==> src/hdl/csvt_pkg.sv <==
// ---------------------------------------------------------------------------
// csvt_pkg
// Byte constants, status codes and the front-to-back command type.
// ---------------------------------------------------------------------------
package csvt_pkg;

  localparam logic [7:0] CH_SPACE = 8'h20;
  localparam logic [7:0] CH_TAB   = 8'h09;
  localparam logic [7:0] CH_QUOTE = 8'h22;
  localparam logic [7:0] CH_NL    = 8'h0A;
  localparam logic [7:0] DELIM_RESET = 8'h2C;

  localparam logic [1:0] ST_OK       = 2'd0;
  localparam logic [1:0] ST_JUNK     = 2'd1;
  localparam logic [1:0] ST_OVERFLOW = 2'd2;

  localparam int unsigned QDEPTH = 4;
  localparam int unsigned QPTRW  = 2;

  // One command per accepted item that does anything visible.
  typedef struct packed {
    logic       flush;      // emit held whitespace first
    logic [1:0] flush_st;   // status on flushed bytes
    logic       clear;      // drop held whitespace
    logic       push;       // hold one whitespace byte
    logic       push_tab;   // held byte is a tab
    logic       emit;       // emit the result below (always last of the item)
    logic [7:0] tbyte;
    logic       bvalid;
    logic       tend;
    logic       eol;
    logic       eof;
    logic [1:0] status;
  } cmd_t;

endpackage

==> src/hdl/csvt_front.sv <==
// ---------------------------------------------------------------------------
// csvt_front
// Accepts bytes, tracks the field mode and issues commands to the back end.
// ---------------------------------------------------------------------------
module csvt_front #(
  parameter int unsigned PENDING_WS_DEPTH = 16
) (
  input  logic            clk_i,
  input  logic            rst_ni,
  input  logic            cfg_valid_i,
  input  logic [7:0]      cfg_data_i,
  input  logic            acc_i,       // input beat accepted
  input  logic            req_type_i,
  input  logic [7:0]      data_byte_i,
  output logic            cmd_valid_o,
  output csvt_pkg::cmd_t  cmd_o
);

  localparam int unsigned CW = $clog2(PENDING_WS_DEPTH + 1);

  localparam logic [1:0] MODE_LEAD   = 2'd0;
  localparam logic [1:0] MODE_PLAIN  = 2'd1;
  localparam logic [1:0] MODE_QUOTED = 2'd2;
  localparam logic [1:0] MODE_AFTERQ = 2'd3;

  logic [7:0]    delim_q;
  logic [1:0]    mode_q, mode_d;
  logic          err_q, err_d;
  logic [CW-1:0] wscnt_q, wscnt_d;

  logic is_ws, is_nl, is_dl, is_qt, is_end;

  assign is_ws  = (data_byte_i == csvt_pkg::CH_SPACE) || (data_byte_i == csvt_pkg::CH_TAB);
  assign is_nl  = (data_byte_i == csvt_pkg::CH_NL);
  assign is_dl  = (data_byte_i == delim_q);
  assign is_qt  = (data_byte_i == csvt_pkg::CH_QUOTE);
  assign is_end = is_dl || is_nl;

  always_comb begin
    csvt_pkg::cmd_t c;
    logic           cv;
    c        = '0;
    cv       = 1'b0;
    mode_d   = mode_q;
    err_d    = err_q;
    wscnt_d  = wscnt_q;
    if (acc_i && !err_q) begin
      if (req_type_i) begin
        // end of stream closes whatever is open
        cv      = 1'b1;
        c.clear = 1'b1;
        c.emit  = 1'b1;
        c.tend  = 1'b1;
        c.eof   = 1'b1;
        mode_d  = MODE_LEAD;
        wscnt_d = '0;
      end else begin
        unique case (mode_q)
          MODE_LEAD: begin
            if (is_ws) begin
              mode_d = MODE_LEAD;
            end else if (is_qt) begin
              mode_d = MODE_QUOTED;
            end else if (is_end) begin
              cv     = 1'b1;
              c.emit = 1'b1;
              c.tend = 1'b1;
              c.eol  = is_nl;
            end else begin
              cv       = 1'b1;
              c.emit   = 1'b1;
              c.tbyte  = data_byte_i;
              c.bvalid = 1'b1;
              mode_d   = MODE_PLAIN;
            end
          end
          MODE_PLAIN: begin
            if (is_end) begin
              cv      = 1'b1;
              c.clear = 1'b1;
              c.emit  = 1'b1;
              c.tend  = 1'b1;
              c.eol   = is_nl;
              mode_d  = MODE_LEAD;
              wscnt_d = '0;
            end else if (is_ws) begin
              cv         = 1'b1;
              c.push     = 1'b1;
              c.push_tab = (data_byte_i == csvt_pkg::CH_TAB);
              if (wscnt_q == CW'(PENDING_WS_DEPTH)) begin
                // buffer full: spill it with overflow status, then hold
                c.flush    = 1'b1;
                c.flush_st = csvt_pkg::ST_OVERFLOW;
                wscnt_d    = CW'(1);
              end else begin
                wscnt_d = wscnt_q + CW'(1);
              end
            end else begin
              cv         = 1'b1;
              c.flush    = 1'b1;
              c.flush_st = csvt_pkg::ST_OK;
              c.emit     = 1'b1;
              c.tbyte    = data_byte_i;
              c.bvalid   = 1'b1;
              wscnt_d    = '0;
            end
          end
          MODE_QUOTED: begin
            if (is_qt) begin
              mode_d = MODE_AFTERQ;
            end else begin
              cv       = 1'b1;
              c.emit   = 1'b1;
              c.tbyte  = data_byte_i;
              c.bvalid = 1'b1;
            end
          end
          MODE_AFTERQ: begin
            if (is_end) begin
              cv     = 1'b1;
              c.emit = 1'b1;
              c.tend = 1'b1;
              c.eol  = is_nl;
              mode_d = MODE_LEAD;
            end else if (!is_ws) begin
              cv       = 1'b1;
              c.emit   = 1'b1;
              c.status = csvt_pkg::ST_JUNK;
              err_d    = 1'b1;
            end
          end
          default: mode_d = MODE_LEAD;
        endcase
      end
    end
    cmd_o       = c;
    cmd_valid_o = cv;
  end

  always_ff @(posedge clk_i or negedge rst_ni) begin
    if (!rst_ni) begin
      delim_q <= csvt_pkg::DELIM_RESET;
      mode_q  <= MODE_LEAD;
      err_q   <= 1'b0;
      wscnt_q <= '0;
    end else begin
      if (cfg_valid_i) begin
        delim_q <= cfg_data_i;
      end
      mode_q  <= mode_d;
      err_q   <= err_d;
      wscnt_q <= wscnt_d;
    end
  end

endmodule

==> src/hdl/csvt_cmd_fifo.sv <==
// ---------------------------------------------------------------------------
// csvt_cmd_fifo
// Small command queue between front and back end.
// ---------------------------------------------------------------------------
module csvt_cmd_fifo (
  input  logic            clk_i,
  input  logic            rst_ni,
  input  logic            push_i,
  input  csvt_pkg::cmd_t  push_cmd_i,
  output logic            full_o,
  input  logic            pop_i,
  output logic            head_valid_o,
  output csvt_pkg::cmd_t  head_o
);

  localparam int unsigned PW   = csvt_pkg::QPTRW;
  localparam int unsigned CNTW = csvt_pkg::QPTRW + 1;

  csvt_pkg::cmd_t               mem_q [csvt_pkg::QDEPTH];
  logic [csvt_pkg::QPTRW-1:0]   wptr_q, rptr_q;
  logic [CNTW-1:0]              cnt_q;
  logic                         do_push, do_pop;

  assign full_o       = (cnt_q == CNTW'(csvt_pkg::QDEPTH));
  assign head_valid_o = (cnt_q != '0);
  assign head_o       = mem_q[rptr_q];
  assign do_push      = push_i && !full_o;
  assign do_pop       = pop_i && head_valid_o;

  always_ff @(posedge clk_i) begin
    if (do_push) begin
      mem_q[wptr_q] <= push_cmd_i;
    end
  end

  always_ff @(posedge clk_i or negedge rst_ni) begin
    if (!rst_ni) begin
      wptr_q <= '0;
      rptr_q <= '0;
      cnt_q  <= '0;
    end else begin
      if (do_push) begin
        wptr_q <= wptr_q + PW'(1);
      end
      if (do_pop) begin
        rptr_q <= rptr_q + PW'(1);
      end
      if (do_push && !do_pop) begin
        cnt_q <= cnt_q + CNTW'(1);
      end else if (do_pop && !do_push) begin
        cnt_q <= cnt_q - CNTW'(1);
      end
    end
  end

endmodule

==> src/hdl/csvt_back.sv <==
// ---------------------------------------------------------------------------
// csvt_back
// Executes commands: holds trailing whitespace, flushes it, drives results.
// ---------------------------------------------------------------------------
module csvt_back #(
  parameter int unsigned PENDING_WS_DEPTH = 16
) (
  input  logic            clk_i,
  input  logic            rst_ni,
  input  logic            head_valid_i,
  input  csvt_pkg::cmd_t  head_i,
  output logic            pop_o,
  input  logic            out_stall_i,
  output logic            out_valid_o,
  output logic [7:0]      token_byte_o,
  output logic            byte_valid_o,
  output logic            token_end_o,
  output logic            end_of_line_o,
  output logic            end_of_file_o,
  output logic [1:0]      status_o,
  output logic            last_o
);

  localparam int unsigned CW   = $clog2(PENDING_WS_DEPTH + 1);
  localparam int unsigned IDXW = (PENDING_WS_DEPTH > 1) ? $clog2(PENDING_WS_DEPTH) : 1;

  // held whitespace, entry 0 oldest; 1 = tab
  logic [PENDING_WS_DEPTH-1:0] ws_q, ws_d;
  logic [CW-1:0]               cnt_q, cnt_d;

  logic       ov_q, ov_d;
  logic [7:0] ob_q, ob_d;
  logic       obv_q, obv_d, oend_q, oend_d, oeol_q, oeol_d, oeof_q, oeof_d;
  logic [1:0] ost_q, ost_d;
  logic       olast_q, olast_d;

  logic room, go, flushing;

  assign room     = !ov_q || !out_stall_i;
  assign go       = head_valid_i && room;
  assign flushing = head_i.flush && (cnt_q != '0);
  assign pop_o    = go && !flushing;

  always_comb begin
    ws_d    = ws_q;
    cnt_d   = cnt_q;
    ov_d    = ov_q && out_stall_i;
    ob_d    = ob_q;
    obv_d   = obv_q;
    oend_d  = oend_q;
    oeol_d  = oeol_q;
    oeof_d  = oeof_q;
    ost_d   = ost_q;
    olast_d = olast_q;
    if (go) begin
      if (flushing) begin
        ov_d    = 1'b1;
        ob_d    = ws_q[0] ? csvt_pkg::CH_TAB : csvt_pkg::CH_SPACE;
        obv_d   = 1'b1;
        oend_d  = 1'b0;
        oeol_d  = 1'b0;
        oeof_d  = 1'b0;
        ost_d   = head_i.flush_st;
        olast_d = !head_i.emit && (cnt_q == CW'(1));
        ws_d    = ws_q >> 1;
        cnt_d   = cnt_q - CW'(1);
      end else begin
        if (head_i.emit) begin
          ov_d    = 1'b1;
          ob_d    = head_i.tbyte;
          obv_d   = head_i.bvalid;
          oend_d  = head_i.tend;
          oeol_d  = head_i.eol;
          oeof_d  = head_i.eof;
          ost_d   = head_i.status;
          olast_d = 1'b1;
        end
        if (head_i.clear) begin
          cnt_d = '0;
        end else if (head_i.push) begin
          ws_d[cnt_q[IDXW-1:0]] = head_i.push_tab;
          cnt_d = cnt_q + CW'(1);
        end
      end
    end
  end

  always_ff @(posedge clk_i) begin
    ws_q    <= ws_d;
    ob_q    <= ob_d;
    obv_q   <= obv_d;
    oend_q  <= oend_d;
    oeol_q  <= oeol_d;
    oeof_q  <= oeof_d;
    ost_q   <= ost_d;
    olast_q <= olast_d;
  end

  always_ff @(posedge clk_i or negedge rst_ni) begin
    if (!rst_ni) begin
      cnt_q <= '0;
      ov_q  <= 1'b0;
    end else begin
      cnt_q <= cnt_d;
      ov_q  <= ov_d;
    end
  end

  assign out_valid_o   = ov_q;
  assign token_byte_o  = ob_q;
  assign byte_valid_o  = obv_q;
  assign token_end_o   = oend_q;
  assign end_of_line_o = oeol_q;
  assign end_of_file_o = oeof_q;
  assign status_o      = ost_q;
  assign last_o        = olast_q;

endmodule

==> src/hdl/csv_field_tokenizer.sv <==
// ---------------------------------------------------------------------------
// csv_field_tokenizer
// Streaming CSV field tokenizer: bytes in, field bytes and token ends out.
// ---------------------------------------------------------------------------
// Usage:
//  - Input channel (in_valid_i / in_stall_o): one beat is a raw byte
//    (req_type_i = 0) or an end-of-stream marker (req_type_i = 1).
//  - Output channel (out_valid_o / out_stall_i): one beat is a field byte,
//    a token end (with end_of_line / end_of_file), or a junk-error note.
//    last_o marks the final beat caused by one input beat.
//  - Config channel (cfg_valid_i / cfg_ready_o): writes the delimiter byte;
//    always ready. Write only while the block is idle.
//  - Throughput: one input byte per cycle. A byte that releases held
//    whitespace costs one extra output beat per held space or tab; the
//    back end spends those beats while the front keeps accepting until
//    the four-entry command queue fills.
//  - An accepted byte passes through the queue register, then the output
//    register, on the way to its first output beat.
//  - Reset clears mode, error flag, held whitespace and the queue; the
//    delimiter returns to comma. No clearing pass is needed.
//  - Receiver stall holds the output register; the back end waits, the
//    queue fills, and then in_stall_o rises.
module csv_field_tokenizer #(
  parameter int unsigned PENDING_WS_DEPTH = 16
) (
  input  logic       clk_i,
  input  logic       rst_ni,
  // config write
  input  logic       cfg_valid_i,
  output logic       cfg_ready_o,
  input  logic [7:0] cfg_data_i,
  // input beats
  input  logic       in_valid_i,
  output logic       in_stall_o,
  input  logic       req_type_i,
  input  logic [7:0] data_byte_i,
  // output beats
  output logic       out_valid_o,
  input  logic       out_stall_i,
  output logic [7:0] token_byte_o,
  output logic       byte_valid_o,
  output logic       token_end_o,
  output logic       end_of_line_o,
  output logic       end_of_file_o,
  output logic [1:0] status_o,
  output logic       last_o
);

  logic           q_full, acc;
  logic           cmd_valid;
  csvt_pkg::cmd_t cmd;
  logic           head_valid, pop;
  csvt_pkg::cmd_t head;

  // each input beat makes at most one command, so a free slot is enough
  assign in_stall_o  = q_full;
  assign acc         = in_valid_i && !q_full;
  assign cfg_ready_o = 1'b1;

  csvt_front #(
    .PENDING_WS_DEPTH(PENDING_WS_DEPTH)
  ) u_front (
    .clk_i       (clk_i),
    .rst_ni      (rst_ni),
    .cfg_valid_i (cfg_valid_i),
    .cfg_data_i  (cfg_data_i),
    .acc_i       (acc),
    .req_type_i  (req_type_i),
    .data_byte_i (data_byte_i),
    .cmd_valid_o (cmd_valid),
    .cmd_o       (cmd)
  );

  csvt_cmd_fifo u_fifo (
    .clk_i        (clk_i),
    .rst_ni       (rst_ni),
    .push_i       (cmd_valid),
    .push_cmd_i   (cmd),
    .full_o       (q_full),
    .pop_i        (pop),
    .head_valid_o (head_valid),
    .head_o       (head)
  );

  csvt_back #(
    .PENDING_WS_DEPTH(PENDING_WS_DEPTH)
  ) u_back (
    .clk_i         (clk_i),
    .rst_ni        (rst_ni),
    .head_valid_i  (head_valid),
    .head_i        (head),
    .pop_o         (pop),
    .out_stall_i   (out_stall_i),
    .out_valid_o   (out_valid_o),
    .token_byte_o  (token_byte_o),
    .byte_valid_o  (byte_valid_o),
    .token_end_o   (token_end_o),
    .end_of_line_o (end_of_line_o),
    .end_of_file_o (end_of_file_o),
    .status_o      (status_o),
    .last_o        (last_o)
  );

endmodule

==> config.mk <==
export PLATFORM = sky130hd
export DESIGN_NAME = csv_field_tokenizer
export DESIGN_NICKNAME = d
export VERILOG_FILES = /design/src/hdl/csvt_pkg.sv /design/src/hdl/csvt_front.sv /design/src/hdl/csvt_cmd_fifo.sv /design/src/hdl/csvt_back.sv /design/src/hdl/csv_field_tokenizer.sv
export SDC_FILE = /design/constraint.sdc
export NUM_CORES = 1
export LEC_CHECK = 0
export ABC_CLOCK_PERIOD_IN_PS = 2800
export BUFFER_PORTS_ARGS = -buffer_cell sky130_fd_sc_hd__buf_2
export CAP_MARGIN = 20
export CORE_ASPECT_RATIO = 1.25
export CORE_MARGIN = 2
export CORE_UTILIZATION = 50
export CTS_BUF_LIST = sky130_fd_sc_hd__clkbuf_16
export DETAILED_ROUTE_END_ITERATION = 8
export PLACE_DENSITY = 0.73
export SLEW_MARGIN = 20
export SYNTH_ARGS = -nofsm -noshare
export SYNTH_HDL_FRONTEND = slang
export SYNTH_SLANG_ARGS = --single-unit
export TNS_END_PERCENT = 10
==> constraint.sdc <==
create_clock -name clk_i -period 2.8 [get_ports clk_i]
set_input_delay 0 -clock clk_i [delete_from_list [all_inputs] [get_ports clk_i]]
set_output_delay 0 -clock clk_i [all_outputs]
set_load 0.01 [all_outputs]
After elaboration in Yosys (flattened, before gate mapping)
Memory sizes are Yosys's and may differ from the RTL's.
Cells that the tools add are included.
Widths: inputs -> output; s select.
{ "word_totals": {"reg_bits": 60, "ramBits": 84, "input_bits": 22, "output_inout_bits": 18, "elab_cells": 161, "memories": 1} }
{ "memory_table": {"columns": ["name", "depth", "word_bits", "read_ports", "rd_clocked_by_memory_dff", "wr", "line_no", "source"], "rows": [
  ["u_fifo.mem_q", 4, 21, 1, 0, 1, "csvt_cmd_fifo.sv:19", "csvt_pkg::cmd_t mem_q [csvt_pkg::QDEPTH];"]
]} }
{ "classes": {"n_addsub": 7, "magnitude_cmp": 2, "eq_ne": 15, "n_mux": 77, "bitwise_logic": 3, "reduce_logical": 38} }
{ "op_table": {"columns": ["operator", "count"], "rows": [
  ["$mux 5", 8],
  ["$mux 16", 2],
  ["$mux 2", 15],
  ["$mux 9", 3],
  ["$pmux 9 s3", 1],
  ["$mux 1", 26],
  ["$mux 12", 2],
  ["$mux 21", 1],
  ["$mux 10", 2],
  ["$mux 3", 6],
  ["$bwmux 16", 1],
  ["$eq 8x4->1 const B", 2],
  ["$eq 8x6->1 const B", 2],
  ["$mux 8", 2],
  ["$mux 15", 1],
  ["$logic_and 1x1->1", 12],
  ["$mux 6", 2],
  ["$add 5x1->5 const B", 2],
  ["$eq 8x8->1", 1],
  ["$logic_not 1->1", 8],
  ["$pmux 1 s4", 2],
  ["$reduce_bool 2->1", 4],
  ["$pmux 2 s3", 1],
  ["$reduce_and 2->1", 3],
  ["other kinds (26)", 33]
]} }

Depth between registers and ports, before layout
Gate-level depths: netlist of run 1.
{ "logic_depth": {"depth_word": 12, "depth_mapped": 11, "depth_no_buf": 11} }

Hierarchy
A second synthesis of run 1 with hierarchy kept.
{ "hier_totals": {"hier_cells": 504, "area_unflattened_um2": 6875.3} }
{ "by_module_without_submodules": {"columns": ["module", "instances", "cells_per_inst", "area_per_inst_um2", "seq_area_each_um2"], "rows": [
  ["csvt_cmd_fifo", 1, 146, 3468.3, 2697.6],
  ["csvt_back", 1, 199, 2042.0, 1081.0],
  ["csvt_front", 1, 156, 1340.0, 404.1],
  ["csv_field_tokenizer", 1, 3, 25.0, 0.0]
]} }

Worst setup path after synthesis of run 1
OpenSTA, ideal clock, no wires.
{ "synth_path": {"kind": "register to register", "from": "register u_front.delim_q[2]", "to": "register u_fifo.cnt_q[2]", "setup_time_ns": 0.079, "arrival_time_ns": 2.514, "required_time_ns": 2.721, "setup_slack_ns": 0.207, "stages_incl_launch_ff": 11, "n_path_buf": 0, "synth_period_minus_slack_ns": 2.593, "cell_sequence": "dfstp_2 > xnor2_1 > nand4_1 > o2111a_1 > o31ai_4 > ha_1 > inv_1 > fa_1 > xor2_1 > nor2_1 > xor2_1"} }
{ "synth_via": {"elab_chain_cells": 10, "elab_cells_between_ends": 12, "cone_classes": "1 x eq/ne; 5 x mux; 6 x reduce/logical"} }
{ "synth_lines": {"columns": ["item", "line_no", "source"], "rows": [
  ["start, declared", "csvt_front.sv:26", "logic [7:0] delim_q;"],
  ["start signal, assigned", "csvt_front.sv:142", "delim_q <= csvt_pkg::DELIM_RESET;"],
  ["start signal, assigned", "csvt_front.sv:148", "delim_q <= cfg_data_i;"],
  ["$eq 8x8->1 (*)", "csvt_front.sv:35", "assign is_dl = (data_byte_i == delim_q);"],
  ["$logic_or 1x1->1 (*)", "csvt_front.sv:37", "assign is_end = is_dl || is_nl;"],
  ["$mux 1 (*)", "csvt_front.sv:119", "if (is_end) begin"],
  ["$pmux 1 s4 (*)", "csvt_front.sv:58", "unique case (mode_q)"],
  ["$mux 1 (*)", "csvt_front.sv:48", "if (req_type_i) begin"],
  ["$mux 1 (*)", "csvt_front.sv:47", "if (acc_i && !err_q) begin"],
  ["$logic_and 1x1->1 (*)", "csvt_cmd_fifo.sv:27", "assign do_push = push_i && !full_o;"],
  ["named net u_fifo.do_push", "csvt_cmd_fifo.sv:22", "logic do_push, do_pop;"],
  ["$logic_not 1->1", "csvt_cmd_fifo.sv:50", "end else if (do_pop && !do_push) begin"],
  ["$logic_and 1x1->1", "csvt_cmd_fifo.sv:50", null],
  ["$reduce_bool 2->1 (no source line)", null, null],
  ["end signal, assigned", "csvt_cmd_fifo.sv:49", "cnt_q <= cnt_q + CNTW'(1);"],
  ["end signal, assigned", "csvt_cmd_fifo.sv:51", "cnt_q <= cnt_q - CNTW'(1);"],
  ["end, declared", "csvt_cmd_fifo.sv:21", "logic [CNTW-1:0] cnt_q;"]
]} }
Mark *: on every way through the listed nets, which the timed path passes. The rest lies on a longest branch.
A chain may end at the register's enable or synchronous reset.

Worst setup path after layout of run 1
{ "layout_path": {"from": "register u_front.delim_q[5]", "to": "register u_fifo.cnt_q[2]"} }
Same word-level chain as after synthesis.

==> results.yml, run 1 <==
placement:
  place_area_um2: 6704
  dp.cells: 639
  place.gp.congestion: 0.7942
  hpwl_mm: 7.789
  port_buffers: 38
worst_setup_path:
  cp_max_fo: 3
  worstPathRequired_ns: 3.15
  critPathArrivalTime_ns: 2.97
  critPathLaunchType: "register"
  critPathKind: "register to register"
  end_kind: "register"
clocking:
  cts_tree: "done"
  cts_max_level: 4
  clock-sinks: 136
  clock_path_buffers: 2
  root_buffer: "clkbuf_16"
  cts.clk_slew.worst_paths_ns: 0.06
  clock_latency_ns: 0.43
  cts_buffers: 17
logic_synthesis:
  syn-cell-area_um2: 6314
  syn_area_per_cell_um2: 14.16
  synth_edf_count: 107
  seq_area_frac_synth_pct: 62.45
  yosysWarnings: 0
  synth_ff_type: "edfxtp_1"
  ys_types: 70
  synth_seq_cells: 136
  syn_inst: 446
  synthesis.nets: 480
  async_flop_share_pct: 21.32
floorplan:
  start_util_pct: 51.67
  die_area_um2: 13550
  ioPinCount: 40
  die_w_um: 104.5
  die_y_um: 129.6
  fp-row-count: 45
  coreArea_um2: 12220
sta:
  final_max_slew_viol_count: 0
  relSlewSlack_pct: 43.02
  hold_viol: 0
  timing.final.crit_share_pct: 93.59
  timing.fmax_ghz: 0.3816
  layout_min_cycle_time_ns: 2.621
  finalSetupViolations: 0
  rsz0062_at_grt: "no"
  worstMarginPinSlew_ns: 0.8469
  finalClockSkew_ns: 0.009304
  setup_tns_ns: 0
detailed_routing:
  initialDrtViolationCount: 272
  drt-total-wl_mm: 12.20
  post_drt_wl_per_cell_um: 17.63
  num_vias: 3936
  drt_first_pass_iters: 5
  ant_nets: 0
  drc: 0
  avgViaCountPerCell: 5.688
finish:
  design_area_um2: 7510
  drive_above_1_share_pct: 25.24
  layoutNonFillerInstCount: 692
  final_common_cell: "edfxtp_1"
  fin_util_pct: 61.46
  final_cell_mix: "107 x edfxtp_1, 38 x buf_2, 28 x a21oi_1"
  areaGrowthSynthToFinish_pct: 18.95
  fin_nets: 548
power_and_ir_drop:
  vdd_drop_max_mv: 0.5573
  p_per_area_nw_per_um2: 1109
  p_leak_nw: 2.788
  total_power_w: 0.008329
global_routing:
  grt_max_degree: 37
  antenna_found_initial: 1
  overflow: 0
  grt_pass1_vias: 4034
  grt_pass1_wl_mm: 20.35
  track_usage_pct: 19.67
status:
  status: "completed"
worst_hold_path:
  holdCritPathClass: "input pin to register"
flow_run:
  maxCapViolations: 0
[cells by family after synthesis]
logic type	after synthesis	synth area share [%]
DFF	136	62.45
and+or+nand+nor	129	11.49
AOI/OAI and AO/OA	86	10.09
buffers and inverters	38	2.755
muxes	30	8.720
xor gates and xnor gates	14	1.942
adders and majority gates	12	2.497
other	1	0.05940
[layout make-up]
class | count | area, µm²
Fill cell | 916 | 4708
Clock buffer | 17 | 425.4
Multi-Input combinational cell | 272 | 2198
Tap cell | 164 | 205.2
Inverter | 13 | 48.80
Antenna cell | 1 | 2.502
Sequential cell | 136 | 3943
Clock inverter | 15 | 178.9
Timing Repair Buffer | 74 | 508.0
[Yosys cell counts, types with 5 or more instances]
| master | number | area (µm²) |
|---|---|---|
| and3_1 | 5 | 31.28 |
| o21ai_0 | 9 | 45.04 |
| nand2_1 | 27 | 101.4 |
| nor3b_1 | 10 | 75.07 |
| nor3_1 | 7 | 35.03 |
| inv_1 | 12 | 45.04 |
| and2_1 | 14 | 87.58 |
| mux2_2 | 9 | 101.4 |
| dfrtp_1 | 26 | 650.6 |
| mux4_2 | 19 | 427.9 |
| a21oi_1 | 28 | 140.1 |
| nand3_1 | 11 | 55.05 |
| nor2b_1 | 8 | 50.05 |
| clkbuf_1 | 14 | 52.55 |
| xnor2_1 | 12 | 105.1 |
| nor2_1 | 22 | 82.58 |
| edfxtp_1 | 107 | 3213 |
| a22o_1 | 15 | 131.4 |
| ha_1 | 11 | 137.6 |
[metrics by stage]
stage,worst slack [ns],hold slack (ns)
5_1_grt,0.003410,0.07530
2_1_floorplan,0.2065,-0.2956
3_3_place_gp,0.2172,0.06099
6_report,0.1794,0.04957
3_5_place_dp,0.1152,0.06685
4_1_cts,0.1137,0.03637
[per-layer routing]
metal  wire length, µm  up-vias  global-route usage, %
li1                  -     1838                      -
met1              5054     1955                  24.05
met2              6376      120                  33.91
met3               521       23                  4.477
met4               249        0                  8.347
met5                 0        -                      0
[state kept, by name, summed over array words and instances (netlist names), 3 cells and up]
name                 flops
u_front.wscnt_q          5
u_back.ws_q             16
u_front.delim_q          8
u_fifo.mem_q            76
u_back.token_byte_o      8
u_back.cnt_q             5
u_fifo.cnt_q             3
[critical path: stages (launching register included)]
cell and delay [ns]:
dfstp_2 0.54, xnor2_1 0.12, nand4_1 0.17, o2111a_2 0.33, o31ai_4 0.23, ha_1 0.22, inv_1 0.07, fa_1 0.43
xor2_1 0.18, nor2_1 0.12, xor2_1 0.15
[report_power, final]
group | switching, W | internal [W] | leakage [nW]
logic | 0.00173 | 0.00120 | 1.13
registers | 0.000230 | 0.00292 | 1.36
clock network | 0.000842 | 0.00140 | 0.302
total | 0.00280 | 0.00553 | 2.79
[worst paths after layout]
| check | startpoint | endpoint | slack (ns) | depth (start not counted) |
|---|---|---|---|---|
| max | u_front.delim_q[5] | u_fifo.cnt_q[2] | 0.18 | 10 |
| min | data_byte_i[1] | u_front.mode_q[0] | 0.05 | 4 |
| max reg2reg | u_front.delim_q[5] | u_fifo.cnt_q[2] | 0.18 | 10 |
| min reg2reg | u_front.err_q | u_front.err_q | 0.46 | 1 |
| max in group asynchronous | rst_ni | u_fifo.cnt_q[0] | 2.18 | 2 |
| min in group asynchronous | rst_ni | u_front.delim_q[7] | 0.17 | 2 |
[timing repair]
item,CTS,global route
hold endpoints to repair,37,0
resized for setup,0,1
setup endpoints to repair,0,1
buffers inserted,0,1
hold buffers,19,0
Note: power is estimated with default switching activity, not from simulation.
==> run 2, diff against run 1 <==
Settings changed: PLACE_DENSITY 0.73 to 0.72, SYNTH_HIERARCHICAL from default to 1.
==> run 2 against run 1 <==
Net effect:
- via count up 11%
- clock power fell by 8%
- wire length increased by 9.7%
- sequential power grew 7.0%
- die area grew 8.6%
- critical endpoint is now u_fifo/cnt_q[2]
- register-to-register slack gained 0.04 ns
- highest routed layer unchanged
==> results.yml, run 2 <==
status:
  status: "completed"
worst_setup_path:
  path_cells: "nor3b_4 > nor2b_4 > nand2b_1 > a41oi_2 > o41a_1 > nor2b_1 > ha_2 > inv_1 > fa_1 > xor2_1 > nor2_1 > xor2_1"
  end_kind: "register"
  crit_family: "simple AND/OR/NAND/NOR gates"
  critPathKind: "register to register"
  cp_slowest_cell: "dfrtp_1"
  cpMostUsedCell: "xor2_1"
  critPathLaunchType: "register"
  worst-path-buf-inv: 1
  critPathMaxStageDelay_ns: 0.40
  worstPathRequired_ns: 3.14
  critPathArrivalTime_ns: 2.92
  reg2reg_slack_ns: 0.22
  cp_max_fo: 4
finish:
  top_regs: "u_fifo/mem_q: 84 flops, u_back/ws_q: 16 flops"
  fillers: 1010
  final_common_cell: "edfxtp_1"
  largest_reg_flops: 84
  drive_above_1_share_pct: 25.26
  register_area_um2: 4183
  multi_input_area_um2: 2450
  fin_nets: 604
  areaGrowthSynthToFinish_pct: 16.38
  largest_register: "u_fifo/mem_q"
  final_cell_mix: "115 x edfxtp_1, 62 x nand2_1, 38 x buf_2"
  n_antenna_cell: 0
global_routing:
  antenna_found_initial: 0
  grt_pass1_wl_mm: 22.21
  grt_max_degree: 49
  overflow: 0
  track_usage_pct: 19.88
  grt_pass1_vias: 4514
logic_synthesis:
  synthTopCellsByArea: "edfxtp_1 50%, dfrtp_1 9.5%, mux4_2 6.9%, nand2_1 3.4%, ha_1 2.2%"
  async_flop_share_pct: 20.14
  synth_ff_type: "edfxtp_1"
  synth.most_common_cell: "edfxtp_1"
  ys_types: 72
  synth_top_cell_by_area: "edfxtp_1"
  synth_seq_cells: 144
  synth_top_cells_by_count: "115 x edfxtp_1, 62 x nand2_1, 26 x dfrtp_1"
  syn_area_per_cell_um2: 13.64
  syn-cell-area_um2: 6875
  seq_area_frac_synth_pct: 60.84
  yosysWarnings: 6
  syn_inst: 504
  yosys.area.top_type_share_pct: 50.23
  synth_edf_count: 115
sta:
  hold_viol: 0
  timing.final.crit_share_pct: 92.14
  final_max_slew_viol_count: 0
  finalSetupViolations: 0
  layout_min_cycle_time_ns: 2.580
  worstMarginPinSlew_ns: 0.7207
  timing.fmax_ghz: 0.3876
  rsz0062_at_grt: "no"
  finalClockSkew_ns: 0.01097
  relSlewSlack_pct: 51.95
  setup_tns_ns: 0
power_and_ir_drop:
  vdd_drop_max_mv: 0.4985
  p_leak_nw: 2.930
  total_power_w: 0.008673
  p_per_area_nw_per_um2: 1084
detailed_routing:
  ant_nets: 0
  drt_first_pass_iters: 5
  initialDrtViolationCount: 344
  drt-total-wl_mm: 13.39
  wl_met2_mm: 6.900
  wl_met1_mm: 5.455
  drc: 0
  post_drt_wl_per_cell_um: 17.78
  avgViaCountPerCell: 5.801
  dr_wl_met3_um: 751
  top_layer: "met4"
  num_vias: 4368
clocking:
  cts.clk_slew.worst_paths_ns: 0.06
  cts_tree: "done"
  cts_buffers: 17
  clock_latency_ns: 0.42
  root_buffer: "clkbuf_16"
  cts_max_level: 4
  clock_path_buffers: 2
  clock-sinks: 144
floorplan:
  die_w_um: 108.9
  die_y_um: 135.1
  die_area_um2: 14710
  fp-row-count: 47
  coreArea_um2: 13350
  ioPinCount: 40
  start_util_pct: 51.50
flow_run:
  maxCapViolations: 0
placement:
  port_buffers: 38
  hpwl_mm: 9.020
  place.gp.congestion: 0.8985
worst_hold_path:
  holdCritPathClass: "input pin to register"
run 2: cell types whose count changed in the layout (fill, tap and decap cells not counted), sizes merged, moves of 6 or more:
cell,before,now
a22o,15,2
nor3b,11,3
inv,15,23
nand4,4,10
edfxtp,107,115
o31ai,2,13
a21oi,29,21
o21ai,12,18
nand2,27,63
run 2: timing repair:
| item | in CTS | in global routing |
|---|---|---|
| buffers inserted | 0 | 1 |
| endpoints found under the setup margin | 0 | 1 |
| hold buffers | 19 | 0 |
| hold endpoints to repair | 36 | 0 |
| gates resized for setup | 0 | 1 |
run 2: final cells by class:
type | instances | share of cell area (%)
Sequential cell | 144 | 52.28
Multi-Input combinational cell | 313 | 30.62
Tap cell | 171 | 2.674
Inverter | 16 | 0.7506
Clock buffer | 17 | 5.317
Timing Repair Buffer | 77 | 6.787
Clock inverter | 15 | 1.579
run 2: logic make-up after synthesis:
logic type | count (synthesis) | synth area share [%]
and+or+nand+nor | 158 | 12.17
muxes | 37 | 9.554
DFF | 144 | 60.84
buffers and inverters | 48 | 3.949
AOI/OAI and AO/OA | 87 | 8.990
adders and majority gates | 13 | 2.475
xor gates and xnor gates | 15 | 1.911
other | 2 | 0.1092
run 2: path summary, 6_finish.rpt:
| kind | cells past startpoint | to | from |
|---|---|---|---|
| setup / recovery | 12 | u_fifo/cnt_q[2] | u_fifo/cnt_q[2] |
| hold / removal | 3 | u_fifo/mem_q[3][12] | data_byte_i[6] |
| setup reg to reg | 12 | u_fifo/cnt_q[2] | u_fifo/cnt_q[2] |
| hold reg to reg | 1 | u_fifo/cnt_q[2] | u_fifo/cnt_q[2] |
| max in group asynchronous | 2 | u_front/mode_q[1] | rst_ni |
| min in group asynchronous | 2 | u_fifo/wptr_q[0] | rst_ni |
run 2: metal layers:
| metal | vias to the layer above | GRT usage (%) |
|---|---|---|
| met4 | 0 | 8.476 |
| met3 | 25 | 3.716 |
| met1 | 2140 | 24.80 |
| li1 | 2038 | - |
| met5 | - | 0 |
| met2 | 165 | 33.71 |
run 2: stage by stage:
step	std cells	area [µm²]	setup slack (ns)	hold WS, ns	utilization, %
floorplan	505	6910	0.01146	-0.2956	-
global placement	701	7244	0.1880	0.09750	54.27
detailed placement	701	7244	0.1129	0.1007	54.27
CTS	752	7986	0.1596	0.07791	59.83
global route	753	8001	0.04069	0.1052	59.94
finish	753	8001	0.2200	0.08502	59.94
run 2: power breakdown:
part	switching (W)	internal [W]	total (W)
sequential	0.000237	0.00313	0.00337
combinational	0.00191	0.00133	0.00323
clock	0.000911	0.00116	0.00207
total	0.00305	0.00562	0.00867
run 2: worst reg2reg max path, stage by stage, from the launching register on:
cell      delay (ns)
dfrtp_1         0.40
nor3b_4         0.18
nor2b_4         0.14
nand2b_1        0.12
a41oi_2         0.20
o41a_1          0.20
nor2b_1         0.18
ha_2            0.22
inv_1           0.05
fa_1            0.38
xor2_1          0.16
nor2_1          0.12
xor2_1          0.15
